$ cat config.mk
export PLATFORM = sky130hd
export DESIGN_NAME = bcrm_ucode_rom
export DESIGN_NICKNAME = d
export VERILOG_FILES = /design/src/hw/rtl/battery_cell_rc_model_step_top_assert.svh /design/src/hw/rtl/bcrm_pkg.sv /design/src/hw/rtl/bcrm_ucode_rom.sv
export SDC_FILE = /design/constraint.sdc
export NUM_CORES = 1
export LEC_CHECK = 0
export ABC_CLOCK_PERIOD_IN_PS = 1300
export BUFFER_PORTS_ARGS = -buffer_cell sky130_fd_sc_hd__buf_2
export CORE_AREA = 2 2 39 41
export DETAILED_ROUTE_END_ITERATION = 10
export DIE_AREA = 0 0 41 43
export PLACE_DENSITY_LB_ADDON = 0.12
export SKIP_LAST_GASP = 1
export SLEW_MARGIN = 20
export SYNTH_ARGS = -nofsm -noshare
export SYNTH_HDL_FRONTEND = slang
export SYNTH_SLANG_ARGS = --single-unit
$ cat constraint.sdc
create_clock -name vclk -period 1.3
set_input_delay 0.195 -clock vclk [all_inputs]
set_output_delay 0.195 -clock vclk [all_outputs]
set_load 0.1 [all_outputs]
$ cat src/hw/rtl/battery_cell_rc_model_step_top_assert.svh
// Assertion macros for the battery cell RC model step block.
// Included by the modules that carry concurrent assertions; no other dependencies.
`ifndef BATTERY_CELL_RC_MODEL_STEP_TOP_ASSERT_SVH
`define BATTERY_CELL_RC_MODEL_STEP_TOP_ASSERT_SVH
`ifndef SYNTH
`define BCRM_ASSERT(label, clk, rst, prop) \
  label: assert property (@(posedge clk) disable iff (rst) prop) \
    else $error("bcrm assertion failed");
`define BCRM_ASSERT_RST(label, clk, prop) \
  label: assert property (@(posedge clk) prop) \
    else $error("bcrm reset assertion failed");
`else
`define BCRM_ASSERT(label, clk, rst, prop)
`define BCRM_ASSERT_RST(label, clk, prop)
`endif
`endif

$ cat src/hw/rtl/bcrm_pkg.sv
// Shared types, constants and helpers for the battery cell RC model step block.
// Used by the microcode store, the datapath and the top level.
package bcrm_pkg;

  localparam logic [24:0] SOC_FULL = 25'd16777216;

  localparam logic [31:0] K_3_0 = 32'd50331648;
  localparam logic [31:0] K_1_2 = 32'd20132659;
  localparam logic [31:0] K_0_6 = 32'd10066330;
  localparam logic [31:0] K_0_3 = 32'd5033165;
  localparam logic [31:0] K_0_1 = 32'd1677722;

  typedef logic [3:0] upc_t;

  localparam upc_t UPC_COMMON = 4'd4;
  localparam upc_t UPC_LOAD   = 4'd13;

  typedef enum logic [3:0] {
    MUL_NONE,
    MUL_CUR_SOCC,
    MUL_RC_DECAY,
    MUL_CUR_CHG,
    MUL_S_S,
    MUL_K12_S,
    MUL_S2_S,
    MUL_K06_S,
    MUL_K03_S2,
    MUL_K01_S3,
    MUL_CUR_R0
  } mul_op_t;

  typedef enum logic [3:0] {
    WB_NONE,
    WB_SOC,
    WB_RC_DECAY,
    WB_RC_CHARGE,
    WB_S2,
    WB_OCV_LIN,
    WB_S3,
    WB_SLOPE_LIN,
    WB_SQ_TERMS,
    WB_CUBE,
    WB_DROP,
    WB_LOAD
  } wb_op_t;

  typedef enum logic [1:0] {
    JMP_NONE,
    JMP_ALWAYS,
    JMP_IF_LOAD
  } jmp_t;

  typedef enum logic [2:0] {
    REG_SOC_COEFF,
    REG_DECAY_COEFF,
    REG_CHARGE_COEFF,
    REG_SERIES_RES,
    REG_INIT_SOC,
    REG_INIT_RC
  } reg_idx_t;

  typedef struct packed {
    mul_op_t mul;
    wb_op_t  wb;
    jmp_t    jmp;
    upc_t    target;
    logic    last;
  } ucode_t;

  localparam ucode_t UC_IDLE = '{mul: MUL_NONE, wb: WB_NONE, jmp: JMP_NONE,
                                 target: 4'd0, last: 1'b0};

  typedef struct packed {
    logic        [31:0] soc_coeff;
    logic        [31:0] decay_coeff;
    logic        [31:0] charge_coeff;
    logic        [31:0] series_res;
    logic        [24:0] init_soc;
    logic signed [31:0] init_rc;
  } cfg_t;

  typedef struct packed {
    logic signed [31:0] terminal_voltage;
    logic        [24:0] soc_out;
    logic signed [31:0] rc_voltage_out;
    logic        [31:0] ocv_slope;
    logic               soc_clamped;
  } result_t;

  function automatic ucode_t mk_uword(input mul_op_t m, input wb_op_t w, input jmp_t j,
                                      input upc_t t, input logic l);
    ucode_t u;
    u.mul    = m;
    u.wb     = w;
    u.jmp    = j;
    u.target = t;
    u.last   = l;
    return u;
  endfunction

  function automatic logic signed [31:0] sat_q16(input logic signed [43:0] v);
    logic signed [31:0] r;
    if (v > 44'sd2147483647) begin
      r = 32'sh7fffffff;
    end else if (v < -44'sd2147483648) begin
      r = 32'sh80000000;
    end else begin
      r = v[31:0];
    end
    return r;
  endfunction

endpackage

$ cat src/hw/rtl/bcrm_ucode_rom.sv
// Microcode store of the battery cell RC model step sequencer.
// Depends on bcrm_pkg for the control word layout.
module bcrm_ucode_rom (
  input  bcrm_pkg::upc_t   addr,
  output bcrm_pkg::ucode_t uc
);

  always_comb begin
    case (addr)
      4'd0:  uc = bcrm_pkg::mk_uword(bcrm_pkg::MUL_CUR_SOCC, bcrm_pkg::WB_NONE,
                                     bcrm_pkg::JMP_IF_LOAD, bcrm_pkg::UPC_LOAD, 1'b0);
      4'd1:  uc = bcrm_pkg::mk_uword(bcrm_pkg::MUL_RC_DECAY, bcrm_pkg::WB_SOC,
                                     bcrm_pkg::JMP_NONE, 4'd0, 1'b0);
      4'd2:  uc = bcrm_pkg::mk_uword(bcrm_pkg::MUL_CUR_CHG, bcrm_pkg::WB_RC_DECAY,
                                     bcrm_pkg::JMP_NONE, 4'd0, 1'b0);
      4'd3:  uc = bcrm_pkg::mk_uword(bcrm_pkg::MUL_NONE, bcrm_pkg::WB_RC_CHARGE,
                                     bcrm_pkg::JMP_NONE, 4'd0, 1'b0);
      4'd4:  uc = bcrm_pkg::mk_uword(bcrm_pkg::MUL_S_S, bcrm_pkg::WB_NONE,
                                     bcrm_pkg::JMP_NONE, 4'd0, 1'b0);
      4'd5:  uc = bcrm_pkg::mk_uword(bcrm_pkg::MUL_K12_S, bcrm_pkg::WB_S2,
                                     bcrm_pkg::JMP_NONE, 4'd0, 1'b0);
      4'd6:  uc = bcrm_pkg::mk_uword(bcrm_pkg::MUL_S2_S, bcrm_pkg::WB_OCV_LIN,
                                     bcrm_pkg::JMP_NONE, 4'd0, 1'b0);
      4'd7:  uc = bcrm_pkg::mk_uword(bcrm_pkg::MUL_K06_S, bcrm_pkg::WB_S3,
                                     bcrm_pkg::JMP_NONE, 4'd0, 1'b0);
      4'd8:  uc = bcrm_pkg::mk_uword(bcrm_pkg::MUL_K03_S2, bcrm_pkg::WB_SLOPE_LIN,
                                     bcrm_pkg::JMP_NONE, 4'd0, 1'b0);
      4'd9:  uc = bcrm_pkg::mk_uword(bcrm_pkg::MUL_K01_S3, bcrm_pkg::WB_SQ_TERMS,
                                     bcrm_pkg::JMP_NONE, 4'd0, 1'b0);
      4'd10: uc = bcrm_pkg::mk_uword(bcrm_pkg::MUL_CUR_R0, bcrm_pkg::WB_CUBE,
                                     bcrm_pkg::JMP_NONE, 4'd0, 1'b0);
      4'd11: uc = bcrm_pkg::mk_uword(bcrm_pkg::MUL_NONE, bcrm_pkg::WB_DROP,
                                     bcrm_pkg::JMP_NONE, 4'd0, 1'b0);
      4'd12: uc = bcrm_pkg::mk_uword(bcrm_pkg::MUL_NONE, bcrm_pkg::WB_NONE,
                                     bcrm_pkg::JMP_NONE, 4'd0, 1'b1);
      4'd13: uc = bcrm_pkg::mk_uword(bcrm_pkg::MUL_NONE, bcrm_pkg::WB_LOAD,
                                     bcrm_pkg::JMP_ALWAYS, bcrm_pkg::UPC_COMMON, 1'b0);
      default: uc = bcrm_pkg::mk_uword(bcrm_pkg::MUL_NONE, bcrm_pkg::WB_NONE,
                                       bcrm_pkg::JMP_NONE, 4'd0, 1'b1);
    endcase
  end

endmodule

==> metrics.md <==
| Metric | Value |
|---|---|
| Status | complete, but fails checks |
| Failing checks | negative setup slack |
| DRT antenna net count | 0 |
| Antenna cells | 0 |
| Hold Violations, Final | 0 |
| Initial DRC count | 0 |
| Row count | 14 |
| Crit end category | primary output |
| DRT Pass-1 Iters | 1 |
| First-pass GRT wire length | between 1 and 1.5 mm |
| Initial Utilization | 23.0% |
| HPWL after DPL | 664 um |
| Critical path data required time | 1110 ps |
| Remaining Overflow, GRT | 0 |
| Pwr/cell area | 567 nW/um^2 |
| Die Span Y | between 40 and 50 um |
| Drt total wl | 792 um |
| Gate Count Post-Synth | 38 |
| WL/cell | 9.32 um |
| Crit path arrival time | 1280 ps |
| Full die area | 1760 um^2 |
| MaxCap Viol Count | 0 |
| FMAX | 0.680 GHz |
| Via count | 361 |
| Final Setup Violations | 6 |
| Util after Layout | 66.5% |
| # fillers | 102 |
| Crit path max fanout | 4 |
| Synth Cell Area | 318 um^2 |
| Worst setup SP type | input pin |
| Register area share after synthesis | 0% |
| Seq Cell Count | 0 |
| Leakage | 0.408 nW |
| Area contributors post-synth | ha_1, mux2i_1, buf_4 |
| YS warnings | 0 |
| Final min period | 1470 ps |
| Largest net degree at the start of global routing | 10 |
| # IOs | 19 |
| Gr usage total | 9.43% |
| Final Cycle Share | 113% |
| Library cells used by synthesis | 21 |
| Syn_nets | between 40 and 50 |
| GP Congestion | 0.760 |
| Final worst-path setup slack | -171 ps |
| PortBufs | 18 |
| Die Wd | 41 um |
| Remaining DRCs | 0 |
| Vias in the first global route | 301 |
| Vias/cell | 4.25 |
| RSZ-0062 raised after global routing | yes |
| Core area | 1380 um^2 |
| Peak VDD IR | 0.297 mV |
| Final net count | 81 |
| Worst setup path class | input pin to primary output |
| Final total power | 0.000521 W |
| Cell taking the most area after synthesis | ha_1 |
| Synth Area per Inst | 8.36 um^2 |
| Hold WS | 881 ps |
| Yosys top cell area share | a little under a quarter |
| Max-slew violations | 0 |
| Layout cell share with drive strength beyond 1 | 82.6% |
| Hold Crit Class | input pin to primary output |
| Total area of sequential cells | 0 um^2 |
| CLK BUF | 0 |
| Antenna violations before repair | 0 |
| Area grow syn2layout | 189% |
| Multi-input gate area | roughly 370 um^2 |
[metrics by stage]
stage	TNS, ps	setup slack [ps]	cell area (um^2)	cells
after floorplan	-3680	-610	414	38
after global placement	-1900	-351	779	83
after detailed placement	-1930	-364	779	83
after CTS	-476	-174	892	84
after global routing	-647	-189	920	85
final	-451	-171	920	85
[per-layer routing]
layer	vias up	global-route usage, %	part of all wire, %	routed length, um
met2	10	14.1	52	412
met5	-	0	0	0
met4	0	0	0	0
met1	163	15.7	44	345
met3	0	0	4.2	33
li1	188	-	-	-
[placed cells by master (no fill, tap or decap), types with 2 or more instances in the layout]
cell type	synthesis	routed
nand2_1	2	2
ha_1	6	2
buf_4	3	16
o2bb2ai_2	0	2
nand2b_1	3	2
nor3b_4	0	2
ha_4	0	3
buf_2	0	2
buf_12	0	17
mux2i_1	3	2
[synthesized netlist by cell type (2+ instances only)]
cell type  instances
o2bb2ai_1          2
ha_1               6
inv_1              4
nand2b_1           3
mux2i_1            3
buf_4              3
nand2_1            2
buf_6              2
[worst max-delay path: stages]
cell and delay, ps:
buf_12 110, inv_12 30, ha_4 250, inv_2 20, mux4_2 480, buf_12 190
[path summary, 6_finish.rpt]
check | start | end | slack, ps | depth (start not counted)
max | addr[0] | uc[8] | -170 | 6
min | addr[3] | uc[14] | 880 | 3
[area by class of cell]
| class | count | share of cell area [%] |
|---|---|---|
| inverters | 4 | 4.76 |
| multi-input cells | 29 | 40.7 |
| repair buffers | 36 | 52.4 |
| well taps | 16 | 2.18 |
[report_power, final]
group          switching, W  total, W  internal (W)
logic              0.000311  0.000521      0.000210
registers                 0         0             0
clock network             0         0             0
total              0.000311  0.000521      0.000210
[cells by family after synthesis]
family	synth area share (%)
other	1.18
adder cells (fa/ha/maj)	23.6
buffers and inverters	18.9
XOR/XNOR	2.76
AND/OR/NAND/NOR	22.8
AO/OA/AOI/OAI	14.2
multiplexers	16.5
[what timing repair did]
item	4_1_cts	5_1_grt
resized for setup	25	1
hold buffers	0	0
setup buffers	1	1
pin swaps	5	3
endpoints found under the setup margin	9	8
Note: power is estimated with default switching activity, not from simulation.
